## src/tlhas_pkg.sv

```systemverilog
// shared types, constants and helpers for the two-link hip angle solver
// no dependencies
`timescale 1ns / 1ps
`default_nettype none

package tlhas_pkg;

    localparam int ANGLE_FRAC_BITS     = 4;
    localparam int CORDIC_STEPS_DEF    = 16;
    localparam int DEG_BITS            = 24;
    localparam int TAB_LEN             = 24;
    localparam longint GAIN_Q30        = 64'd652032874;

    // datapath widths
    localparam int LEN_W   = 10;
    localparam int VEC_W   = 40;   // signed vector components, Q16 mm (their squares are Q32)
    localparam int ANG_W   = 36;   // degrees * 2^24, signed
    localparam int SQ_W    = 56;   // squared magnitudes, Q32

    localparam logic [1:0] ST_OK    = 2'd0;
    localparam logic [1:0] ST_REACH = 2'd1;
    localparam logic [1:0] ST_ZERO  = 2'd2;

    localparam logic [0:0] REG_THIGH = 1'b0;
    localparam logic [0:0] REG_SHIN  = 1'b1;

    typedef struct packed {
        logic signed [12:0] knee_deg;
        logic signed [15:0] foot_dx;
    } in_beat_t;

    typedef struct packed {
        logic signed [12:0] hip_deg;
        logic [1:0]         status;
    } out_beat_t;

    function automatic logic signed [ANG_W-1:0] atan_deg(input int i);
        logic signed [ANG_W-1:0] v;
        begin
            case (i)
                0: v = 36'sd754974720;  1: v = 36'sd445687602;
                2: v = 36'sd235489089;  3: v = 36'sd119537938;
                4: v = 36'sd60000934;   5: v = 36'sd30029717;
                6: v = 36'sd15018523;   7: v = 36'sd7509720;
                8: v = 36'sd3754917;    9: v = 36'sd1877466;
                10: v = 36'sd938734;    11: v = 36'sd469367;
                12: v = 36'sd234684;    13: v = 36'sd117342;
                14: v = 36'sd58671;     15: v = 36'sd29335;
                16: v = 36'sd14668;     17: v = 36'sd7334;
                18: v = 36'sd3667;      19: v = 36'sd1833;
                20: v = 36'sd917;       21: v = 36'sd458;
                22: v = 36'sd229;       23: v = 36'sd115;
                default: v = '0;
            endcase
            return v;
        end
    endfunction

endpackage

`default_nettype wire

```

## src/tlhas_sqrt_cell.sv

```systemverilog
// one restoring square root cell: settles one result bit, one register stage
// depends on tlhas_pkg
`timescale 1ns / 1ps
`default_nettype none

module tlhas_sqrt_cell
    import tlhas_pkg::*;
#(
    parameter int BITPOS = 0
)(
    input  wire              clk,
    input  wire              en,
    input  wire [SQ_W-1:0]   rem,
    input  wire [SQ_W-1:0]   root,
    output logic [SQ_W-1:0]  rem_q,
    output logic [SQ_W-1:0]  root_q
);

    logic [SQ_W-1:0] trial;
    logic [SQ_W-1:0] rem_next;
    logic [SQ_W-1:0] root_next;
    logic [SQ_W-1:0] rem_reg;
    logic [SQ_W-1:0] root_reg;

    // root holds the partial result; trial = (2*root + 2^bit) * 2^bit
    always_comb
    begin
        trial = (root << (BITPOS + 1)) + (SQ_W'(1) << (2 * BITPOS));
        if (rem >= trial)
        begin
            rem_next  = rem - trial;
            root_next = root | (SQ_W'(1) << BITPOS);
        end
        else
        begin
            rem_next  = rem;
            root_next = root;
        end
    end

    always_ff @(posedge clk)
    begin
        if (en)
        begin
            rem_reg  <= rem_next;
            root_reg <= root_next;
        end
    end

    assign rem_q  = rem_reg;
    assign root_q = root_reg;

endmodule

`default_nettype wire

```

## config.mk

```make
export PLATFORM = sky130hd
export DESIGN_NAME = tlhas_sqrt_cell
export DESIGN_NICKNAME = d
export VERILOG_FILES = /design/src/tlhas_pkg.sv /design/src/tlhas_sqrt_cell.sv
export SDC_FILE = /design/constraint.sdc
export NUM_CORES = 1
export LEC_CHECK = 0
export BUFFER_PORTS_ARGS = -buffer_cell sky130_fd_sc_hd__buf_2
export CAP_MARGIN = 40
export CORE_ASPECT_RATIO = 0.75
export CORE_MARGIN = 10
export CORE_UTILIZATION = 50
export DETAILED_ROUTE_END_ITERATION = 8
export PLACE_DENSITY = 0.85
export REMOVE_ABC_BUFFERS = 1
export SETUP_SLACK_MARGIN = 0.02
export SYNTH_ARGS = -nofsm -noshare
export SYNTH_HDL_FRONTEND = slang
export SYNTH_SLANG_ARGS = --single-unit
export TNS_END_PERCENT = 50
```

## constraint.sdc

```tcl
create_clock -name clk -period 5.4 [get_ports clk]
set_clock_uncertainty 0.1 [all_clocks]
set_input_delay 0.54 -clock clk [delete_from_list [all_inputs] [get_ports clk]]
set_output_delay 0.54 -clock clk [all_outputs]
set_load 0.05 [all_outputs]
```

== Word-level counts from Yosys, hierarchy flattened ==
Cells that the tools add are included.
Cells by class
  add/sub/neg operators: 2
  order comparisons: 1
  multiplexer cells: 1
Operator list (number)
  56-bit by 1-bit adder with 56-bit output, second input constant: 1
  56-bit greater-or-equal comparator: 1
  56-bit two-way mux: 1
  56-bit subtractor: 1
Storage, ports and cells
  flip-flop bits (word level): 112
  word-level logic and storage cells: 7

== Depth between registers and ports, before layout ==
  depth in word-level cells: 3
  gate-level depth with buffers: 13
  mapped depth without buffers: 11

== Worst setup path before layout ==
Ideal clock, no wire load.
  path type: input port to flip-flop
  start point: input root[10]
  end point: register rem_reg[29] (netlist: rem_q[29]), data pin
  library setup time: 0.260 ns
  arrival: 2.876 ns
  required time: 5.040 ns
  path slack: 2.164 ns
  cell stages on the path: 12
  buffers on the path: 3
  path through: inv_1 > ha_1 > clkbuf_2 > nand2_1 > a2111oi_0 > o21a_1 > o211ai_1 > a21oi_1 > o21a_1 > clkbuf_8 > buf_2 > mux2_2
Between the ends
  cells in the longest elaborated chain, start to end: 3
  elaborated cells on any way between the ends: 4
RTL lines
  from (decl): line tlhas_sqrt_cell.sv:14  | input wire [SQ_W-1:0] root,
  56-bit by 1-bit adder with 56-bit output *: line tlhas_sqrt_cell.sv:28  | trial = (root << (BITPOS + 1)) + (SQ_W'(1) << (2 * BITPOS));
  56-bit subtractor or 56-bit greater-or-equal comparator (tied branches): line tlhas_sqrt_cell.sv:31, tlhas_sqrt_cell.sv:29
  56-bit two-way mux *: line tlhas_sqrt_cell.sv:29  | if (rem >= trial)
  via rem_next[29]: line tlhas_sqrt_cell.sv:20  | logic [SQ_W-1:0] rem_next;
  to (signal assigned): line tlhas_sqrt_cell.sv:45  | rem_reg <= rem_next;
  to (decl): line tlhas_sqrt_cell.sv:22  | logic [SQ_W-1:0] rem_reg;
Mark *: on every way through the listed nets, which the timed path passes. The rest lies on a longest branch.
A chain may end at the register's enable or synchronous reset.

== Final worst setup path ==
  start point: input root[6]
  end point: register rem_reg[23] (netlist: rem_q[23]), data pin
Same word-level chain as after synthesis.

==> impl_metrics.tcl <==
set metrics [dict create \
    outcome "complete, no violations" \
    std_cell_rows 39 \
    grt_pass1_vias 6932 \
    synth_cell_type_count 67 \
    clk_transition_reported_paths_ns 0.07 \
    power_density_nw_per_um2 308 \
    synth_edf_count 112 \
    portBuffers 225 \
    drv_cap 0 \
    finalHoldWorstSlack_ns 0.254 \
    p_total_mw 2.85 \
    p_leak_nw 4.10 \
    mostFrequentLayoutCells "buf_2 (224), edfxtp_1 (112), a21oi_1 (106)" \
    syn_inst 827 \
    area_growth_pct 20.0 \
    dpl.hpwl_um 19200 \
    h-tree-depth 3 \
    n_fill_cell 1382 \
    fin_crit_sh_pct 72.9 \
    worst-setup-path-type "in2reg" \
    setup_tns_ns 0 \
    synth_seq_cells 112 \
    ant_nets 0 \
    end_kind "register" \
    fin_nets 1209 \
    finalSetupViolCount 0 \
    dieArea_sq_um 20900 \
    crit_arrival_ns 3.93 \
    clockBufferDepth 2 \
    cp.required_ns 5.40 \
    die_height_um 128 \
    drtPass1Iterations 5 \
    synth_top_family_by_area "compound AO/OA/AOI/OAI gates" \
    post_drt_wl_per_cell_um 19.2 \
    synth-xor-area-share_pct 4.30 \
    critPathMaxFanout 35 \
    synthArstFlopShare_pct 0 \
    pin_count 226 \
    layout_commonest_cell "buf_2" \
    start_kind "primary input" \
    yosys_warnings 0 \
    post_cts_buffers 0 \
    drv_slew 0 \
    synth_compound_area_share_pct 20.9 \
    holdBufCountCts 0 \
    drt-total-wl_um 23900 \
    synthSimpleGateAreaFrac_pct 15.7 \
    grt_max_degree 59 \
    final_area_sq_um 9280 \
    hold_viol 0 \
    tightest_slew_ns 0.830 \
    synth_fa_ha_area_share_pct 9.32 \
    drt_iter0_markers 578 \
    vias 7235 \
    cts_tree "done" \
    synth.avg_cell_area_sq_um 9.35 \
    place.gp.congestion 0.926 \
    chipWidth_um 164 \
    syn_area_sq_um 7740 \
    max-slew-margin-rel_pct 44.0 \
    ir_drop_uv 178 \
    fmax_mhz 254 \
    antenna_found_initial 1 \
    grtUsageTotal_pct 22.0 \
    drive_gt1_share_pct 25.2 \
    globalRoute.totalOverflow 0 \
    synthMuxAreaShare_pct 0.146 \
    placed_area_sq_um 8980 \
    cts_buffers 9 \
    synth_top_flop_cell "edfxtp_1" \
    start_util_pct 51.0 \
    final_core_util_pct 61.2 \
    core-area_sq_um 15200 \
    seq_area_frac_synth_pct 43.5 \
    fin_crit_ns 3.94 \
    rsz0062_at_grt "false" \
    grt_pass1_wl_um 37100 \
    clkSinkCount 112 \
    hold_path_class "in2reg" \
    clock-root-buffer "clkbuf_16" \
    drc_errors 0 \
    cts_resized 0 \
    avgViaCountPerCell 5.79 \
]
-- layer usage --
metal / share of wire [%] / vias up / global-route usage, %
met5: 0 / - / 0
met4: 1.2 / 0 / 4.98
met3: 12 / 26 / 7.99
met2: 42 / 376 / 31.9
met1: 44 / 3384 / 30.5
li1: - / 3449 / -
-- worst max-delay path, cell delays in order --
cell,delay [ns]
buf_2,0.09
inv_1,0.04
ha_1,0.43
o21ai_0,0.13
a2111oi_0,0.58
o21a_1,0.23
o211ai_1,0.16
a21oi_1,0.38
o21a_2,0.73
buf_4,0.48
a21oi_1,0.12
-- flip-flops by register name (all words and copies together) (netlist names) --
register  count
rem_q        56
root_q       56
-- cell families after synthesis --
| family | after synthesis |
|---|---|
| adder cells (fa/ha/maj) | 57 |
| multiplexers | 1 |
| XOR/XNOR | 38 |
| buffers and inverters | 108 |
| flip-flops | 112 |
| AND/OR/NAND/NOR | 257 |
| AO/OA/AOI/OAI | 254 |
-- cell usage after synthesis (11+ instances only) --
master	instances	area [sq um]
nand4_1	17	106
nand3_1	17	85.1
inv_1	78	293
xor2_1	15	131
xnor2_1	23	201
o21a_1	17	128
nor2_1	72	270
o21bai_1	15	113
edfxtp_1	112	3360
a21o_1	12	90.1
o21ai_0	41	205
o31ai_1	15	113
nor3_1	29	145
a211oi_1	11	82.6
ha_1	56	701
clkbuf_1	14	52.6
a21oi_1	106	531
nand2_1	79	297
-- final cells by class --
class / count / area (sq um) / area share [%]
clock buffers: 9 / 225 / 2.43
inverters: 78 / 293 / 3.15
well taps: 205 / 256 / 2.76
multi-input cells: 607 / 3900 / 42.1
flip-flops and latches: 112 / 3360 / 36.2
diodes: 1 / 2.50 / 0.0270
repair buffers: 230 / 1170 / 12.6
clock inverters: 7 / 70.1 / 0.755
-- worst paths after layout --
check                 startpoint                    to  slack [ns]  cells after the start
worst max-delay path     root[6]   rem_q[23]$_DFFE_PP_        1.46                     11
worst min-delay path    root[55]  root_q[55]$_DFFE_PP_        0.25                      1
-- stage by stage --
stage	cells	setup slack, ns
4_1_cts	1248	1.61
3_5_place_dp	1232	1.23
2_1_floorplan	797	1.06
5_1_grt	1248	1.16
6_report	1249	1.46
3_3_place_gp	1232	1.39
-- power breakdown --
group | total (mW) | internal, mW | switching, mW
Sequential | 1.10 | 1.08 | 0.0219
Combinational | 1.08 | 0.298 | 0.781
Clock | 0.678 | 0.359 | 0.318
Total | 2.85 | 1.73 | 1.12
No activity file was read; power rests on OpenSTA's default activity.
