### src/tlhas_pkg.sv
// shared types, constants and helpers for the two-link hip angle solver
// no dependencies
`timescale 1ns / 1ps
`default_nettype none

package tlhas_pkg;

    localparam int ANGLE_FRAC_BITS     = 4;
    localparam int CORDIC_STEPS_DEF    = 16;
    localparam int DEG_BITS            = 24;
    localparam int TAB_LEN             = 24;
    localparam longint GAIN_Q30        = 64'd652032874;

    // datapath widths
    localparam int LEN_W   = 10;
    localparam int VEC_W   = 40;   // signed vector components, Q16 mm (their squares are Q32)
    localparam int ANG_W   = 36;   // degrees * 2^24, signed
    localparam int SQ_W    = 56;   // squared magnitudes, Q32

    localparam logic [1:0] ST_OK    = 2'd0;
    localparam logic [1:0] ST_REACH = 2'd1;
    localparam logic [1:0] ST_ZERO  = 2'd2;

    localparam logic [0:0] REG_THIGH = 1'b0;
    localparam logic [0:0] REG_SHIN  = 1'b1;

    typedef struct packed {
        logic signed [12:0] knee_deg;
        logic signed [15:0] foot_dx;
    } in_beat_t;

    typedef struct packed {
        logic signed [12:0] hip_deg;
        logic [1:0]         status;
    } out_beat_t;

    function automatic logic signed [ANG_W-1:0] atan_deg(input int i);
        logic signed [ANG_W-1:0] v;
        begin
            case (i)
                0: v = 36'sd754974720;  1: v = 36'sd445687602;
                2: v = 36'sd235489089;  3: v = 36'sd119537938;
                4: v = 36'sd60000934;   5: v = 36'sd30029717;
                6: v = 36'sd15018523;   7: v = 36'sd7509720;
                8: v = 36'sd3754917;    9: v = 36'sd1877466;
                10: v = 36'sd938734;    11: v = 36'sd469367;
                12: v = 36'sd234684;    13: v = 36'sd117342;
                14: v = 36'sd58671;     15: v = 36'sd29335;
                16: v = 36'sd14668;     17: v = 36'sd7334;
                18: v = 36'sd3667;      19: v = 36'sd1833;
                20: v = 36'sd917;       21: v = 36'sd458;
                22: v = 36'sd229;       23: v = 36'sd115;
                default: v = '0;
            endcase
            return v;
        end
    endfunction

endpackage

`default_nettype wire

### src/tlhas_rot_cell.sv
// one cordic micro-rotation cell, rotation or vectoring mode, with one register stage
// depends on tlhas_pkg
`timescale 1ns / 1ps
`default_nettype none

module tlhas_rot_cell
    import tlhas_pkg::*;
#(
    parameter int STEP = 0,
    parameter bit VECTORING = 1'b0
)(
    input  wire                     clk,
    input  wire                     en,
    input  wire signed [VEC_W-1:0]  x,
    input  wire signed [VEC_W-1:0]  y,
    input  wire signed [ANG_W-1:0]  z,
    output logic signed [VEC_W-1:0] x_q,
    output logic signed [VEC_W-1:0] y_q,
    output logic signed [ANG_W-1:0] z_q
);

    logic                    dir;
    logic signed [VEC_W-1:0] x_next;
    logic signed [VEC_W-1:0] y_next;
    logic signed [ANG_W-1:0] z_next;
    logic signed [VEC_W-1:0] x_reg;
    logic signed [VEC_W-1:0] y_reg;
    logic signed [ANG_W-1:0] z_reg;

    // arithmetic shift floors, as the algorithm needs
    always_comb
    begin
        dir = VECTORING ? (y >= 0) : (z < 0);
        if (!dir)
        begin
            x_next = x - (y >>> STEP);
            y_next = y + (x >>> STEP);
            z_next = VECTORING ? z - atan_deg(STEP) : z - atan_deg(STEP);
        end
        else
        begin
            x_next = x + (y >>> STEP);
            y_next = y - (x >>> STEP);
            z_next = z + atan_deg(STEP);
        end
    end

    always_ff @(posedge clk)
    begin
        if (en)
        begin
            x_reg <= x_next;
            y_reg <= y_next;
            z_reg <= z_next;
        end
    end

    assign x_q = x_reg;
    assign y_q = y_reg;
    assign z_q = z_reg;

endmodule

`default_nettype wire

### config.mk
export PLATFORM = sky130hd
export DESIGN_NAME = tlhas_rot_cell
export DESIGN_NICKNAME = d
export VERILOG_FILES = /design/src/tlhas_pkg.sv /design/src/tlhas_rot_cell.sv
export SDC_FILE = /design/constraint.sdc
export NUM_CORES = 1
export LEC_CHECK = 0
export ABC_CLOCK_PERIOD_IN_PS = 4450
export BUFFER_PORTS_ARGS = -buffer_cell sky130_fd_sc_hd__buf_2
export CORE_ASPECT_RATIO = 0.8
export CORE_UTILIZATION = 40
export DETAILED_ROUTE_END_ITERATION = 6
export HOLD_SLACK_MARGIN = 0.02
export PLACE_DENSITY = 0.62
export SYNTH_ARGS = -nofsm -noshare
export SYNTH_HDL_FRONTEND = slang
export SYNTH_SLANG_ARGS = --single-unit
### constraint.sdc
create_clock -name clk -period 4.45 [get_ports clk]
set_input_delay 0.89 -clock clk [delete_from_list [all_inputs] [get_ports clk]]
set_output_delay 0.89 -clock clk [all_outputs]
set_load 0.01 [all_outputs]
* Yosys cells after proc, flatten, opt, wreduce, memory -nomap -nowiden
Cells that the tools add are included.
** Word-level totals
- Register bits :: 116
- Output and inout port bits :: 116
- Input bits :: 118
** Operators by class
- Add/sub/neg operators :: 5
- Mux-type cells :: 3
- $lt $le $gt $ge :: 1
** Operators by type and width (count)
- $mux W40 :: 2
- $sub A40 B40 Y40 :: 2
- $add A40 B40 Y40 :: 1
- $add A36 B31 Y36 const B :: 1
- $lt A36 B1 Y1 const B :: 1
- $mux W36 :: 1
- $sub A36 B31 Y36 const B :: 1

* Longest topological paths before layout
- Depth in word-level cells :: 2
- Gate-level depth with buffers :: 15
- Depth with buffers taken out :: 12

* Least setup slack after synthesis
OpenSTA, ideal clock, no wires.
- Path kind :: input port to flip-flop
- From :: input port z[35]
- To :: register z_reg[35], in the netlist z_q[35], data pin
- Required time :: 4304 ps
- Library setup time :: 146 ps
- Data arrival time :: 3561 ps
- Setup slack :: 743 ps
- Stages :: 15
- Path through :: buf_2 clkinv_1 clkbuf_1 clkbuf_1 ha_1 a21o_1 a21oi_1 o21bai_1 a21oi_1 o21bai_1 a21oi_1 o21ai_0 o21ai_0 nand2b_1 a21oi_1
** Between the ends
- Longest elaborated chain between the ends :: 2
- Elaborated cells between the ends (all ways) :: 4
- Classes of those cells :: add/sub: 2; order compare: 1; mux: 1
** Ends and longest elaborated chain
- from (decl) :: RTL line tlhas_rot_cell.sv:16 : input wire signed [ANG_W-1:0] z,
- $sub A36 B31 Y36 (tied with other cells) :: RTL line tlhas_rot_cell.sv:38 : z_next = VECTORING ? z - atan_deg(STEP) : z - atan_deg(STEP);
- $mux W36 (*) :: RTL line tlhas_rot_cell.sv:34 : if (!dir)
- via z_next[35] :: RTL line tlhas_rot_cell.sv:25 : logic signed [ANG_W-1:0] z_next;
- to (signal assigned) :: RTL line tlhas_rot_cell.sv:54 : z_reg <= z_next;
- to (decl) :: RTL line tlhas_rot_cell.sv:28 : logic signed [ANG_W-1:0] z_reg;
Mark *: on every way through the listed nets, which the timed path passes. The rest lies on a longest branch.
A chain may end at the register's enable or synchronous reset.

* Worst setup path in the final report
- From :: input port y[0]
- To :: register y_reg[32], in the netlist y_q[32], data pin
** Between the ends
- Longest elaborated chain between the ends :: 2
- Elaborated cells between the ends (all ways) :: 3
- Classes of those cells :: add/sub: 2; mux: 1
** Ends and longest elaborated chain
- from (decl) :: RTL line tlhas_rot_cell.sv:15 : input wire signed [VEC_W-1:0] y,
- $add A40 B40 Y40 or $sub A40 B40 Y40 (tied branches) :: RTL line tlhas_rot_cell.sv:37, tlhas_rot_cell.sv:43
- $mux W40 (*) :: RTL line tlhas_rot_cell.sv:34
- via y_next[32] :: RTL line tlhas_rot_cell.sv:24 : logic signed [VEC_W-1:0] y_next;
- to (signal assigned) :: RTL line tlhas_rot_cell.sv:53 : y_reg <= y_next;
- to (decl) :: RTL line tlhas_rot_cell.sv:27 : logic signed [VEC_W-1:0] y_reg;
Marks and branches as above.

==> results.py <==
metrics = {
    "worst_setup_path": {
        "cell_breakdown_of_the_critical_path": "buf_2 > ha_1 > fa_1 > nor3b_1 > a211o_1 > o2bb2ai_2 > o41ai_4 > o21ai_2 > a41oi_4 > o21ai_2 > a41oi_2 > a21oi_1 > xnor2_1",
        "criticalPathCategory": "in -> reg",
        "crit_path_frequent_cell": "sky130_fd_sc_hd__o21ai_2",
        "critPathSlowestCell": "sky130_fd_sc_hd__fa_1",
        "startpoint_type": "input port",
        "cpPeakStageDelay_ps": 410,
        "worst_ep_arrival_time_ps": 4030,
        "crit_path_end_kind": "flop",
        "cp_data_required_time_ps": 4640,
        "crit_fanout": 5,
    },
    "detailed_routing": {
        "drc": 0,
        "routed_via_density": 5.68,
        "firstDrtPassIters": 5,
        "dr.first_iter.drc_count": 1056,
        "routed_wirelength_mm": 38.5,
        "final_antenna_net_count": 0,
        "wl_per_cell_microns": 20.1,
        "vias_post_dr": 10900,
    },
    "clock_tree": {
        "clock_tree_from_tritoncts": "built",
        "ctsRootBufferMaster": "sky130_fd_sc_hd__clkbuf_16",
        "cts.path.max_buffers": 2,
        "clock_sink_count": 115,
        "post_cts_setup_repair_buffer_count": 0,
        "cts_max_level": 4,
        "numCtsBuffers": 17,
        "cts-resized-gates": 0,
        "number_of_buffers_added_to_fix_hold_violations_after_cts": 0,
        "clk_pin_slew_ps": 70,
    },
    "floorplan": {
        "core_region_area_sq_um": 27600,
        "placementRows": 54,
        "initial_core_util_pct": 41.3,
        "horizontal_die_dimension_microns": 191,
        "die_footprint_sq_um": 29200,
        "pin_count": 234,
        "floorplan.die.height_microns": 153,
    },
    "timing": {
        "finalHoldViolations": 0,
        "final-max-slew-violation-count": 0,
        "worst_slew_pin_slew_ps": 858,
        "final-setup-viol-count": 0,
        "fmaxAchievable_mhz": 260,
        "post-route-min-period_ps": 3850,
        "final.setup.tns_ps": 0,
        "rsz_0062_raised_after_global_routing": "false",
        "final_min_period_over_clock_period_pct": 86.4,
        "finalWorstSetupSlack_ps": 604,
        "slew_headroom_pct": 42.8,
    },
    "placement": {
        "dpl_cell_area_sq_um": 13100,
        "place.gp.congestion": 0.931,
        "io_buffer_count": 233,
        "detailed_place_hpwl_mm": 30.3,
        "dp_slack_ps": 242,
    },
    "synth": {
        "mappedNetlistArea_sq_um": 11400,
        "yosysSeqAreaShare_pct": 30.2,
        "netlist_instances": 1306,
        "yosys_register_bits": 115,
        "synth.yosys.warnings": 0,
        "synth_edf_count": 115,
        "yosysUniqueCellTypes": 92,
        "yosys_most_used_dff": "sky130_fd_sc_hd__edfxtp_1",
        "postSynthNetCount": 1566,
        "syn-mean-instance-area_sq_um": 8.75,
        "async_flop_share_pct": 0,
    },
    "layout": {
        "postLayoutCoreUtil_pct": 49.5,
        "final_design_area_no_fill_sq_um": 13700,
        "share_of_final_layout_standard_cells_stronger_than_drive_strength_1_pct": 22.7,
        "total_area_of_multi_input_combinational_cells_sq_um": 7230,
        "nNetsFinal": 1799,
        "layout_commonest_cell": "sky130_fd_sc_hd__buf_2",
        "layout.cells.most_common_list": "sky130_fd_sc_hd__buf_2, sky130_fd_sc_hd__a21oi_1, sky130_fd_sc_hd__ha_1, sky130_fd_sc_hd__nor2_1, sky130_fd_sc_hd__inv_1",
        "syn_to_final_growth_pct": 19.7,
        "n_fill_cell": 2701,
        "total_area_of_sequential_cells_sq_um": 3450,
    },
    "grt": {
        "pin_count_of_the_biggest_net_entering_global_routing": 76,
        "grt_antenna_before_repair": 1,
        "grt_pass1_vias": 10300,
        "grt_overflow_total": 0,
        "globalRouteTotalUtil_pct": 26.3,
        "grt_pass1_wl_mm": 59.0,
    },
    "pwr": {
        "ir_drop_mv": 0.274,
        "pwr_density_cell_nw_per_um2": 331,
        "report.power.total_mw": 4.53,
        "p_leak_nw": 6.08,
    },
    "worst_hold_path": {
        "number_of_cells_traversed_by_the_worst_hold_path": 1,
        "min-delay-path-class": "in -> reg",
        "min-delay-start": "z[23]",
        "worst_hold_path_ep": "z_q[23]",
    },
    "run": {
        "max_cap_violations": 0,
    },
    "run_status": {
        "outcome": "finished clean",
    },
}
power by group:
group	switching [mW]	total [mW]	leakage [nW]	internal (mW)
Clock	0.608	1.45	0.284	0.839
Combinational	1.01	1.62	4.67	0.616
Sequential	0.0457	1.46	1.13	1.41
kinds of logic (layout without fill, tap and decap cells):
logic type                 count (synthesis)  count (layout)  share of synthesized area [%]
AOI/OAI and AO/OA                        435             435                           25.9
xor gates and xnor gates                  85              85                           6.52
other                                      0               1                              0
DFF                                      115             115                           30.2
muxes                                     22              22                           1.93
and+or+nand+nor                          322             322                           13.1
buffers and inverters                    185             431                           6.46
adders and majority gates                142             142                           15.8
worst max path at each step:
stage / start / end / slack (ps)
final: y[0] / y_q[32] / 600
after global routing: y[0] / x_q[38] / 390
after CTS: y[0] / y_q[32] / 700
after detailed placement: y[0] / y_q[32] / 240
after global placement: y[0] / y_q[32] / 330
after floorplan: z[35] / z_q[35] / 740
Yosys cell counts (12+ instances only):
library cell / count / area, sq um
sky130_fd_sc_hd__mux2i_1: 22 / 220
sky130_fd_sc_hd__o21ai_0: 66 / 330
sky130_fd_sc_hd__nor3_1: 25 / 125
sky130_fd_sc_hd__a21o_1: 36 / 270
sky130_fd_sc_hd__nor2_1: 131 / 492
sky130_fd_sc_hd__o21bai_1: 34 / 255
sky130_fd_sc_hd__nand3_1: 16 / 80.1
sky130_fd_sc_hd__nand4_1: 19 / 119
sky130_fd_sc_hd__nand2_1: 66 / 248
sky130_fd_sc_hd__xnor2_1: 80 / 701
sky130_fd_sc_hd__a211oi_1: 12 / 90.1
sky130_fd_sc_hd__inv_1: 122 / 458
sky130_fd_sc_hd__edfxtp_1: 115 / 3450
sky130_fd_sc_hd__nor4_1: 12 / 75.1
sky130_fd_sc_hd__buf_2: 26 / 130
sky130_fd_sc_hd__o31ai_1: 16 / 120
sky130_fd_sc_hd__ha_1: 138 / 1730
sky130_fd_sc_hd__a21oi_1: 161 / 806
sky130_fd_sc_hd__clkbuf_1: 17 / 63.8
worst max-delay path, delay by kind of cell:
family	cells	cell delay (ps)
buffers and inverters	1	120
adder cells (fa/ha/maj)	2	640
AND/OR/NAND/NOR	1	160
XOR/XNOR	1	170
AO/OA/AOI/OAI	8	2050
layout make-up:
cell class | count | share of cell area, %
Antenna cell | 1 | 0.0183
Sequential cell | 115 | 25.3
Inverter | 131 | 3.60
Timing Repair Buffer | 268 | 10.6
Tap cell | 364 | 3.33
Clock inverter | 15 | 1.24
Clock buffer | 17 | 3.11
Multi-Input combinational cell | 1006 | 52.9
per-layer routing:
metal | track usage, % | vias up | routed length [microns]
met5 | 0 | - | 0
met4 | 5.90 | 0 | 624
met3 | 5.35 | 44 | 3380
met2 | 39.4 | 496 | 16300
met1 | 38.6 | 5193 | 18200
li1 | - | 5156 | -
through the flow:
stage	instances	hold WS, ps
floorplan	1306	989
global placement	1884	1070
detailed placement	1884	1070
CTS	1916	607
global route	1917	605
finish	1917	617
registers in the layout, indices dropped and copies added, names as in the netlist:
name / flops
z_q: 36
y_q: 40
x_q: 39
Note: power is estimated with default switching activity, not from simulation.
